--- config.mk ---
export PLATFORM = sky130hd
export DESIGN_NAME = bmat_ctrl
export DESIGN_NICKNAME = d
export VERILOG_FILES = /design/src/bmat_pkg.sv /design/src/bmat_ctrl.sv
export SDC_FILE = /design/constraint.sdc
export NUM_CORES = 1
export LEC_CHECK = 0
export BUFFER_PORTS_ARGS = -buffer_cell sky130_fd_sc_hd__buf_2
export CAP_MARGIN = 10
export CORE_MARGIN = 2
export CORE_UTILIZATION = 28
export DETAILED_ROUTE_END_ITERATION = 6
export GPL_ROUTABILITY_DRIVEN = 1
export MAX_ROUTING_LAYER = met4
export SYNTH_ARGS = -nofsm -noshare
export SYNTH_HDL_FRONTEND = slang
export SYNTH_SLANG_ARGS = --single-unit
--- constraint.sdc ---
create_clock -name i_clk -period 1.6 [get_ports i_clk]
set_input_delay 0.16 -clock i_clk [delete_from_list [all_inputs] [get_ports i_clk]]
set_output_delay 0.16 -clock i_clk [all_outputs]
set_load 0.1 [all_outputs]
--- src/bmat_pkg.sv ---
// Shared constants, types and command/status bundles for the adaptive threshold unit.
`default_nettype none
package bmat_pkg;
    localparam int MAX_WIDTH  = 640;
    localparam int MAX_HEIGHT = 480;
    localparam int MAX_RADIUS = 63;

    localparam int PIX_W   = 8;
    localparam int COL_W   = 10;
    localparam int ROW_W   = 9;
    localparam int RAD_W   = 6;
    localparam int OFF_W   = 9;
    localparam int CFG_W   = 10;
    localparam int IDX_W   = 8;
    localparam int RS_W    = 18;
    localparam int II_W    = 27;
    localparam int DEPTH   = MAX_WIDTH * MAX_HEIGHT;
    localparam int ADDR_W  = $clog2(DEPTH);
    localparam int SPAN_W  = $clog2(2 * MAX_RADIUS + 2);
    localparam int AREA_W  = 2 * SPAN_W;
    localparam int QUO_W   = PIX_W;
    localparam int QBIT_W  = $clog2(QUO_W);

    localparam logic [IDX_W-1:0] REG_WIDTH  = IDX_W'(0);
    localparam logic [IDX_W-1:0] REG_HEIGHT = IDX_W'(1);
    localparam logic [IDX_W-1:0] REG_RADIUS = IDX_W'(2);
    localparam logic [IDX_W-1:0] REG_OFFSET = IDX_W'(3);

    localparam logic OP_LOAD = 1'b0;
    localparam logic OP_EMIT = 1'b1;

    localparam logic [PIX_W-1:0] PIX_ON  = PIX_W'(255);
    localparam logic [PIX_W-1:0] PIX_OFF = PIX_W'(0);

    typedef struct packed {
        logic              accept;
        logic              ld_rd;
        logic              ld_wr;
        logic              em_calc;
        logic              rd_issue;
        logic [1:0]        rd_corner;
        logic              div_step;
        logic [QBIT_W-1:0] div_bit;
        logic              em_out;
    } t_cmd;

    typedef struct packed {
        logic frame_loaded;
        logic out_free;
    } t_sts;
endpackage
`default_nettype wire

--- src/bmat_ctrl.sv ---
// Controller state machine sequencing loads, corner reads and the mean divider.
`default_nettype none
module bmat_ctrl (
    input  wire             i_clk,
    input  wire             i_rst_n,
    input  wire             i_s_tvalid,
    input  wire             i_s_tuser,
    output logic            o_s_tready,
    input  bmat_pkg::t_sts  i_sts,
    output bmat_pkg::t_cmd  o_cmd
);
    localparam logic [2:0] S_IDLE    = 3'd0;
    localparam logic [2:0] S_LD_RD   = 3'd1;
    localparam logic [2:0] S_LD_WR   = 3'd2;
    localparam logic [2:0] S_EM_CALC = 3'd3;
    localparam logic [2:0] S_EM_RD   = 3'd4;
    localparam logic [2:0] S_EM_SUM  = 3'd5;
    localparam logic [2:0] S_EM_DIV  = 3'd6;
    localparam logic [2:0] S_EM_OUT  = 3'd7;

    logic [2:0]                  r_state, n_state;
    logic [1:0]                  r_corner, n_corner;
    logic [bmat_pkg::QBIT_W-1:0] r_bit, n_bit;
    logic                        w_acc;

    assign o_s_tready = (r_state == S_IDLE);
    assign w_acc      = i_s_tvalid && o_s_tready;

    always_comb begin
        n_state  = r_state;
        n_corner = r_corner;
        n_bit    = r_bit;
        o_cmd    = '0;
        o_cmd.rd_corner = r_corner;
        o_cmd.div_bit   = r_bit;
        case (r_state)
            S_IDLE: begin
                o_cmd.accept = w_acc;
                if (w_acc) begin
                    if (i_s_tuser == bmat_pkg::OP_LOAD && !i_sts.frame_loaded) begin
                        n_state = S_LD_RD;
                    end else if (i_s_tuser == bmat_pkg::OP_EMIT && i_sts.frame_loaded) begin
                        n_state = S_EM_CALC;
                    end
                end
            end
            S_LD_RD: begin
                o_cmd.ld_rd = 1'b1;
                n_state = S_LD_WR;
            end
            S_LD_WR: begin
                o_cmd.ld_wr = 1'b1;
                n_state = S_IDLE;
            end
            S_EM_CALC: begin
                o_cmd.em_calc = 1'b1;
                n_corner = 2'd0;
                n_state = S_EM_RD;
            end
            S_EM_RD: begin
                o_cmd.rd_issue = 1'b1;
                n_corner = r_corner + 2'd1;
                if (r_corner == 2'd3) begin
                    n_state = S_EM_SUM;
                end
            end
            S_EM_SUM: begin
                n_bit = bmat_pkg::QBIT_W'(bmat_pkg::QUO_W - 1);
                n_state = S_EM_DIV;
            end
            S_EM_DIV: begin
                o_cmd.div_step = 1'b1;
                n_bit = r_bit - 1'b1;
                if (r_bit == '0) begin
                    n_state = S_EM_OUT;
                end
            end
            S_EM_OUT: begin
                if (i_sts.out_free) begin
                    o_cmd.em_out = 1'b1;
                    n_state = S_IDLE;
                end
            end
            default: begin
                n_state = S_IDLE;
            end
        endcase
    end

    always_ff @(posedge i_clk) begin
        if (!i_rst_n) begin
            r_state  <= S_IDLE;
            r_corner <= '0;
            r_bit    <= '0;
        end else begin
            r_state  <= n_state;
            r_corner <= n_corner;
            r_bit    <= n_bit;
        end
    end
endmodule
`default_nettype wire

Word level (Yosys, flattened, before mapping):

Cells that the tools add are included.
Widths: inputs -> output; s select.

* register bits after elaboration: 8
* input port bits: 6
* output and inout port bits: 13

* add/subtract/negate cells: 2
* eq/ne operators: 13
* mux-type cells: 17
* bitwise gates (word level): 1
* reduce and logical (&&, ||, !) cells: 9

Operator list (number)
* $pmux 3 s8: 1
* $mux 3: 6
* $eq 3x3->1 const B: 4
* $mux 1: 8
* $eq 3x2->1 const B: 2
* $logic_not 3->1: 2
* $ne 2x2->1 const B: 3
* $pmux 3 s2: 1
* $reduce_and 5->1: 1
* $pmux 2 s2: 1
* $reduce_bool 2->1: 2
* $eq 3x1->1 const B: 1
* $logic_and 1x1->1: 3
* $ne 3x1->1 const B: 1
* $sub 3x1->3 const B: 1
* $add 2x1->2 const B: 1
* $eq 2x2->1 const B: 1
* $ne 2x1->1 const B: 1
* $logic_not 1->1: 1
* $not 1->1: 1

Longest topological paths before layout:

Gate-level depths: netlist of the first run.

* depth after elaboration: 5
* mapped depth: 5

Least setup slack after synthesis of the first run:

OpenSTA, ideal clock, no wires.

* kind: reg2out
* from: register r_state[1]
* to: output port o_cmd[9] (netlist bit)
* arrival time: 2814 ps
* required time: 1440 ps
* setup slack: -1374 ps
* stages on the path, launching flop included: 4
* path buffers: 2
* cell sequence: dfxtp_1 buf_6 buf_2 nor3b_1

RTL lines
* from (decl): line bmat_ctrl.sv:21 `logic [2:0] r_state, n_state;`
* from (signal assigned): line bmat_ctrl.sv:96 `r_state <= n_state;`
* to (decl): line bmat_ctrl.sv:10 `output bmat_pkg::t_cmd o_cmd`

==> results of run 1 <==
## worst reg2reg max path, cell delays in order (launching register included)
cell     delay [ps]
dfxtp_2         380
buf_4           170
nor4b_4         340
a22oi_1         110
a21oi_1         150
## flip-flops by register name, indices dropped and copies added (netlist names)
name	flops
r_bit	3
r_state	3
r_corner	2
## synth_stat cells (all sizes together)
library cell / count
nor3b: 3
ha: 3
a22o: 2
a22oi: 1
or2: 1
o21ai: 4
nor4: 1
inv: 6
and3: 1
o21a: 1
nor4b: 1
a21boi: 1
o2111ai: 1
dfxtp: 8
nand2: 4
mux2: 1
a21oi: 6
nor3: 3
a311oi: 1
buf: 5
nor2: 3
nor2b: 1
a211oi: 2
mux2i: 1
xnor2: 1
## stage by stage
| step | utilization [%] | std cells | TNS, ps | cell area, um^2 |
|---|---|---|---|---|
| detailed placement | 44.4 | 103 | 0 | 776 |
| CTS | 45.9 | 106 | 0 | 801 |
| global placement | 44.4 | 103 | 0 | 776 |
| global route | 45.9 | 106 | 0 | 801 |
| finish | 45.9 | 106 | 0 | 801 |
| floorplan | - | 62 | -1570 | 569 |
## what timing repair did
item	CTS	global route
resized for setup	2	0
endpoints found under the hold margin	0	0
setup endpoints to repair	3	0
setup buffers	0	0
## where the power goes
part | total (mW) | internal (mW) | switching [mW]
clock | 0.161 | 0.0863 | 0.0752
combinational | 0.207 | 0.0715 | 0.135
sequential | 0.224 | 0.206 | 0.0178
total | 0.592 | 0.364 | 0.228
## kinds of logic (layout without fill, tap and decap cells)
family,after synthesis,after routing,share of synthesized area (%)
AND/OR/NAND/NOR,18,18,20.9
buffers and inverters,11,30,11.8
AO/OA/AOI/OAI,19,19,23.6
adder cells (fa/ha/maj),3,3,7.21
XOR/XNOR,1,1,1.68
flip-flops,8,8,30.8
multiplexers,2,2,4.09
## layer usage
| layer | track usage (%) | wire length [um] | up-vias |
|---|---|---|---|
| met5 | - | 0 | - |
| met4 | 6.67 | 23 | 0 |
| met3 | 4.62 | 40 | 2 |
| met2 | 18.6 | 535 | 15 |
| met1 | 16.5 | 593 | 224 |
| li1 | - | - | 262 |
## how the worst max path moves through the flow
stage	cells past startpoint	end	slack (ps)
finish	3	o_cmd[11]	70
global route	3	o_cmd[11]	40
detailed placement	3	o_cmd[4]	260
floorplan	3	o_cmd[9]	-410
global placement	3	o_cmd[11]	260
CTS	3	o_cmd[11]	60
## area by class of cell
cell class	count	share of cell area, %
well taps	25	3.91
repair buffers	21	27.2
clock buffers	3	2.81
multi-input cells	43	42.3
inverters	6	2.81
flip-flops and latches	8	20.9
==> metrics.csv, run 1 <==
stage,metric,value,unit
status,status,"finished, final reports clean",
min_path,hold_class,in -> reg,
min_path,worst_hold_path.endpoint,r_bit[2]$_SDFFE_PN0P_,
layout,regArea,168,um^2
clocking,hold_buffers,0,
power_and_ir_drop,total_power,0.592,mW
critical_path,path_max_fanout,10,
critical_path,cp_top_family,buffers and inverters,
floorplan,num_rows,15,
sta,slew_violations,0,
critical_path,critical_path_class,reg -> out,
layout,area_growth,53.8,%
logic_synthesis,synth_cell_type_count,29,
floorplan,die_h,47.1,um
critical_path,regToRegSetupSlack,370,ps
min_path,whs_path_depth,3,
critical_path,reg2regPathDepth,4,
critical_path,required,1440,ps
clocking,clock_latency,250,ps
clocking,cts.htree.levels,1,
layout,layout_commonest_cell,buf_2,
route,via_count,503,
place,portBuffers,18,
critical_path,worst-path-buf-inv,2,
route,wl_per_cell,11.2,um
route,drc,0,
critical_path,r2r-end,r_state[0]$_SDFFE_PN0P_,
sta,post-route-min-period,1530,ps
layout,finalNetCount,92,
layout,fillers,177,
global_route,grt_use_total,13.2,%
logic_synthesis,synth.largest_area_cell,dfxtp_1,
logic_synthesis,yosysSeqAreaShare,30.8,%
sta,max_freq,0.655,GHz
global_route,antenna_found_initial,0,
logic_synthesis,synth.top_cell.area_share,30.8,%
critical_path,slowest_delay,380,ps
sta,hold_viol,0,
logic_synthesis,netlist_instances,62,
clocking,cts.sinks,8,
min_path,min_from,i_rst_n,
sta,maxSlewHeadroom,68.0,%
floorplan,die_x,47.1,um
logic_synthesis,netlist_area,520,um^2
global_route,grt-ovfl-total,0,
sta,holdWs,182,ps
route,ant_nets,0,
route,drtIter0Drc,4,
critical_path,cp-end-kind,output port,
sta,finalWorstSetupSlack,74.3,ps
power_and_ir_drop,power.density,739,mW/mm^2
clocking,root_buffer,clkbuf_4,
logic_synthesis,ys_top_cells_by_area,"dfxtp_1, ha_1, a21oi_1",
layout,diodes,0,
critical_path,r2r-start,r_state[0]$_SDFFE_PN0P_,
place,pre_cts_slack,257,ps
critical_path,cp.arrival,1370,ps
logic_synthesis,synth_area_per_cell,8.40,um^2
critical_path,startpoint,r_state[0]$_SDFFE_PN0P_,
place,gp_congestion,0.791,
layout,multiInputGateArea,339,um^2
logic_synthesis,ys_ff_latch,8,
power_and_ir_drop,leakage,0.333,nW
run,maxCapViolCount,0,
clocking,clockBufferDepth,2,
floorplan,io_pins,19,
sta,clock_skew,0.664,ps
route,drtPass1Iterations,3,
route,via_per_inst,4.75,
critical_path,path_cells,buf_4 > nor4b_4 > buf_12,
layout,drive_above_1_share,46.9,%
floorplan,start_util,29.8,%
place,dp_hpwl,939,um
clocking,numCtsBuffers,3,
logic_synthesis,ys_warn_count,0,
sta,rsz0062_at_grt,no,
clocking,tritoncts,yes,
layout,mostFrequentLayoutCells,"buf_2, buf_12, inv_1, a21oi_1, dfxtp_2",
route,wl,1.19,mm
critical_path,slowest_stage,dfxtp_2,
logic_synthesis,syn_nets,71,
sta,worstMarginPinSlew,484,ps
critical_path,start_kind,register,
global_route,grt_pass1_vias,453,
global_route,grt_max_degree,16,
sta,setup_viol_count_final,0,
clocking,clkTransAtPathRegs,60,ps
power_and_ir_drop,peakVddDrop,323,uV
sta,post-route-period-util,95.4,%
global_route,grt_pass1_wl,1.95,mm
floorplan,core-area,0.00175,mm^2
floorplan,die-area,0.00222,mm^2
(Power assumes the default switching activity.)
==> run 2: changes to the inputs <==
Settings changed: CELL_PAD_IN_SITES_DETAIL_PLACEMENT from default to 0, CELL_PAD_IN_SITES_GLOBAL_PLACEMENT from default to 1, CORE_UTILIZATION 28 to 33, PLACE_DENSITY_LB_ADDON from default to 0.1, SETUP_SLACK_MARGIN from default to 0.5.
==> metrics.csv, run 2 (synthesis results as in run 1) <==
stage,metric,value,unit
run,maxCapViolCount,0,
global_route,grt_pass1_vias,548,
floorplan,die_h,43.7,um
floorplan,core-area,0.00149,mm^2
critical_path,cp_top_family,buffers and inverters,
sta,setup_viol_count_final,0,
global_route,grt_max_degree,11,
min_path,worst_hold_path.endpoint,r_bit[2]$_SDFFE_PN0P_,
clocking,tritoncts,yes,
layout,largest_registers,"r_bit: 3 flops, r_state: 3 flops, r_corner: 2 flops",
critical_path,slowest_stage,dfxtp_2,
power_and_ir_drop,peakVddDrop,611,uV
critical_path,path_max_fanout,6,
route,via_per_inst,5.16,
floorplan,num_rows,14,
layout,mostFrequentLayoutCells,"buf_4, buf_6, buf_12, buf_2, dfxtp_4",
critical_path,r2r-end,r_state[0]$_SDFFE_PN0P_,
sta,slew_violations,0,
critical_path,r2r-start,r_state[1]$_SDFFE_PN0P_,
critical_path,cp.arrival,1240,ps
layout,diodes,0,
route,via_count,624,
place,gp_congestion,0.788,
route,drc,0,
clocking,root_buffer,clkbuf_4,
route,wl,1.65,mm
layout,drive_above_1_share,74.3,%
global_route,grt-ovfl-total,0,
floorplan,start_util,35.0,%
min_path,whs_path_depth,3,
power_and_ir_drop,switching_share,37.9,%
power_and_ir_drop,pwr-share-comb,44.9,%
clocking,numCtsBuffers,3,
clocking,clockBufferDepth,2,
sta,maxSlewHeadroom,77.0,%
critical_path,startpoint,r_state[0]$_SDFFE_PN0P_,
clocking,clock_latency,250,ps
sta,max_freq,0.712,GHz
critical_path,cp-end-kind,output port,
critical_path,regToRegSetupSlack,340,ps
global_route,grt_use_total,18.4,%
sta,worstMarginPinSlew,342,ps
sta,hold_viol,0,
route,ant_nets,0,
power_and_ir_drop,leakage,0.514,nW
critical_path,path_cells,buf_6 > nor4b_4 > buf_12,
clocking,clkTransAtPathRegs,60,ps
critical_path,slowest_delay,320,ps
place,pre_cts_slack,290,ps
power_and_ir_drop,pwr-share-seq,30.1,%
floorplan,die_x,43.7,um
clocking,cts.htree.levels,1,
layout,finalNetCount,115,
place,portBuffers,18,
sta,finalWorstSetupSlack,196,ps
sta,rsz0062_at_grt,yes,
critical_path,critical_path_class,reg -> out,
place,place.detailed.instances,95,
layout,fin_cells,121,
floorplan,io_pins,19,
min_path,hold_class,in -> reg,
place,dp_hpwl,890,um
global_route,grt_pass1_wl,2.46,mm
global_route,antenna_found_initial,0,
power_and_ir_drop,p_int,0.433,mW
power_and_ir_drop,power_switching,0.264,mW
route,wl_per_cell,13.6,um
layout,area_growth,126,%
route,drtIter0Drc,9,
critical_path,required,1440,ps
sta,post-route-period-util,87.7,%
critical_path,reg2regPathDepth,6,
sta,post-route-min-period,1400,ps
layout,layout_commonest_cell,buf_4,
sta,clock_skew,3.32,ps
status,status,"finished, final reports clean",
power_and_ir_drop,power.density,593,mW/mm^2
route,drtPass1Iterations,4,
clocking,cts.sinks,8,
power_and_ir_drop,clock_power_share,24.9,%
min_path,min_from,i_rst_n,
critical_path,worst-path-buf-inv,2,
floorplan,die-area,0.00191,mm^2
critical_path,start_kind,register,
sta,holdWs,199,ps
run 2: routing by layer:
layer,vias to the layer above,wire [um],global-route usage [%]
met2,21,835,29.4
met5,-,0,-
met3,6,66,2.50
met1,288,697,22.5
li1,309,-,-
met4,0,45,9.09
run 2: repair_timing:
action                                  CTS  global route
endpoints found under the setup margin   21            17
resized for setup                        25            11
buffers inserted                         15             7
pin swaps                                 9            10
gates cloned                              0             0
hold buffers                              0             0
run 2: stage by stage:
| step | total power [mW] | util, % | TNS (ps) | cell area [um^2] |
|---|---|---|---|---|
| floorplan | 0.388 | - | -493 | 639 |
| global placement | 0.456 | 57.1 | 0 | 850 |
| detailed placement | 0.457 | 57.1 | 0 | 850 |
| CTS | 0.677 | 72.5 | 0 | 1080 |
| global route | 0.729 | 78.9 | 0 | 1170 |
| finish | 0.696 | 78.9 | 0 | 1170 |
run 2: how the worst max path moves through the flow:
stage / slack (ps) / depth (start not counted) / end
floorplan: -300 / 4 / r_state[0]$_SDFFE_PN0P_
global placement: 310 / 3 / o_cmd[0]
finish: 200 / 3 / o_cmd[11]
global route: 140 / 3 / o_cmd[11]
detailed placement: 290 / 3 / o_cmd[0]
CTS: 190 / 3 / o_cmd[10]
run 2: power by group through the flow:
| stage | Clock, mW | Sequential, mW | Combinational (mW) |
|---|---|---|---|
| after floorplan | 0 | 0.217 | 0.171 |
| after global placement | 0 | 0.218 | 0.238 |
| after detailed placement | 0 | 0.218 | 0.239 |
| after CTS | 0.182 | 0.209 | 0.286 |
| after global routing | 0.192 | 0.210 | 0.326 |
| final | 0.174 | 0.210 | 0.313 |
run 2: final cells by class:
type | instances | area (um^2)
tap | 16 | 20.0
multi-input combinational | 43 | 442
inverter | 6 | 25.0
fill | 85 | 314
sequential | 8 | 183
timing repair buffer | 44 | 479
clock buffer | 4 | 26.3
run 2: worst register-to-register path: stages (launching register included):
cell,delay (ps)
dfxtp_4,380
buf_6,130
nor3b_4,250
buf_4,150
buf_6,90
a22oi_2,70
a21oi_1,120
==> run 3: changes to the inputs <==
--- a/config.mk
+++ b/config.mk
@@ -17,4 +17,5 @@
 export PLACE_DENSITY_LB_ADDON = 0.1
 export SETUP_SLACK_MARGIN = 0.5
+export SLEW_MARGIN = 20
 export SYNTH_ARGS = -nofsm -noshare
 export SYNTH_HDL_FRONTEND = slang
==> constraint.sdc (replaced) <==
create_clock -name i_clk -period 1.6 [get_ports i_clk]
set_input_delay 0 -clock i_clk [delete_from_list [all_inputs] [get_ports i_clk]]
set_output_delay 0 -clock i_clk [all_outputs]
set_load 0.1 [all_outputs]
==> metrics.csv, run 3 (synthesis results as in run 1) <==
stage,metric,value,unit
status,status,"finished, final reports clean",
layout,mostFrequentLayoutCells,"buf_4, buf_2, buf_12, dfxtp_4, a21oi_1",
floorplan,core-area,0.00149,mm^2
global_route,grt_pass1_wl,2.57,mm
power_and_ir_drop,peakVddDrop,449,uV
sta,maxSlewHeadroom,67.9,%
clocking,clkTransAtPathRegs,60,ps
layout,area_growth,104,%
critical_path,regToRegSetupSlack,380,ps
layout,fillers,114,
clocking,clockBufferDepth,2,
power_and_ir_drop,leakage,0.461,nW
clocking,numCtsBuffers,3,
critical_path,endpoint,o_cmd[11],
sta,post-route-period-util,80.2,%
critical_path,cp.arrival,1280,ps
clocking,root_buffer,clkbuf_4,
floorplan,num_rows,14,
floorplan,die_x,43.7,um
clocking,cts.sinks,8,
global_route,grt-ovfl-total,0,
layout,layout_commonest_cell,buf_4,
place,pre_cts_slack,351,ps
global_route,grt_use_total,18.7,%
route,wl,1.65,mm
sta,slew_violations,0,
layout,finish.instance_area,0.00106,mm^2
critical_path,cp-end-kind,output port,
layout,finalNetCount,109,
sta,max_freq,0.780,GHz
critical_path,required,1600,ps
route,via_per_inst,5.10,
route,drtIter0Drc,5,
place,portBuffers,18,
global_route,grt_max_degree,8,
critical_path,startpoint,r_state[0]$_SDFFE_PN0P_,
critical_path,start_kind,register,
place,dp_hpwl,980,um
floorplan,io_pins,19,
clocking,hold_buffers,0,
clocking,tritoncts,yes,
critical_path,path_max_fanout,4,
sta,worstMarginPinSlew,485,ps
place,gp_congestion,0.738,
critical_path,r2r-end,r_state[0]$_SDFFE_PN0P_,
route,drc,0,
layout,drive_above_1_share,70.7,%
route,via_count,586,
run,maxCapViolCount,0,
global_route,antenna_found_initial,0,
floorplan,die_h,43.7,um
power_and_ir_drop,power.density,639,mW/mm^2
route,ant_nets,0,
critical_path,r2r-start,r_state[1]$_SDFFE_PN0P_,
sta,holdWs,16.4,ps
layout,diodes,0,
sta,finalWorstSetupSlack,317,ps
critical_path,reg2regPathDepth,5,
min_path,hold_class,in -> reg,
power_and_ir_drop,total_power,0.679,mW
floorplan,start_util,35.0,%
sta,clock_skew,6.60,ps
sta,post-route-min-period,1280,ps
route,wl_per_cell,14.3,um
clocking,cts.htree.levels,1,
sta,setup_viol_count_final,0,
sta,rsz0062_at_grt,yes,
critical_path,critical_path_class,reg -> out,
sta,hold_viol,0,
floorplan,die-area,0.00191,mm^2
route,drtPass1Iterations,3,
global_route,grt_pass1_vias,587,
clocking,clock_latency,260,ps
layout,largest_registers,"r_bit: 3 flops, r_state: 3 flops, r_corner: 2 flops",
place,post_dp_cell_area,821,um^2
-- run 3: how the worst min path moves through the flow --
stage                        from                     to  cells past startpoint
after global routing      i_rst_n  r_bit[0]$_SDFFE_PN0P_                      3
after global placement    i_rst_n  r_bit[0]$_SDFFE_PN0P_                      3
after floorplan           i_rst_n  r_bit[0]$_SDFFE_PN0P_                      2
final                     i_rst_n  r_bit[0]$_SDFFE_PN0P_                      3
after CTS                 i_rst_n  r_bit[2]$_SDFFE_PN0P_                      3
after detailed placement  i_rst_n  r_bit[0]$_SDFFE_PN0P_                      3
-- run 3: layer usage --
metal | GRT usage [%] | wire [um] | vias to the layer above | part of all wire (%)
met2 | 32.6 | 881 | 12 | 54
li1 | - | - | 296 | -
met5 | - | 0 | - | 0
met1 | 20.6 | 695 | 276 | 42
met4 | 5.45 | 11 | 0 | 0.67
met3 | 5.00 | 58 | 2 | 3.5
-- run 3: cell type report --
cell class	instances	area, um^2	share of cell area (%)
Inverter	6	25.0	2.36
Timing Repair Buffer	38	370	34.9
Sequential cell	8	184	17.3
Tap cell	16	20.0	1.88
Multi-Input combinational cell	43	437	41.1
Clock buffer	4	26.3	2.47
-- run 3: where the power goes --
part / total, mW / switching [mW] / leakage (nW) / internal, mW
registers: 0.212 / 0.0131 / 0.0699 / 0.199
logic: 0.293 / 0.169 / 0.376 / 0.124
clock network: 0.174 / 0.0783 / 0.0150 / 0.0960
total: 0.679 / 0.260 / 0.461 / 0.419
-- run 3: critical path, stage by stage (launching register included) --
cell and delay [ps]:
dfxtp_4 360, buf_6 120, nor4b_4 330, buf_12 220
-- run 3: what timing repair did --
item	in CTS	in global routing
pin swaps	8	3
endpoints found under the setup margin	16	15
buffers inserted	15	1
gates resized for setup	18	9
-- run 3: per-stage QoR --
step                setup TNS, ps  util, %  instances
floorplan                    -787        -         62
global placement                0     55.1         95
detailed placement              0     55.1         95
CTS                             0     68.4        114
global route                    0     71.3        115
finish                          0     71.3        115
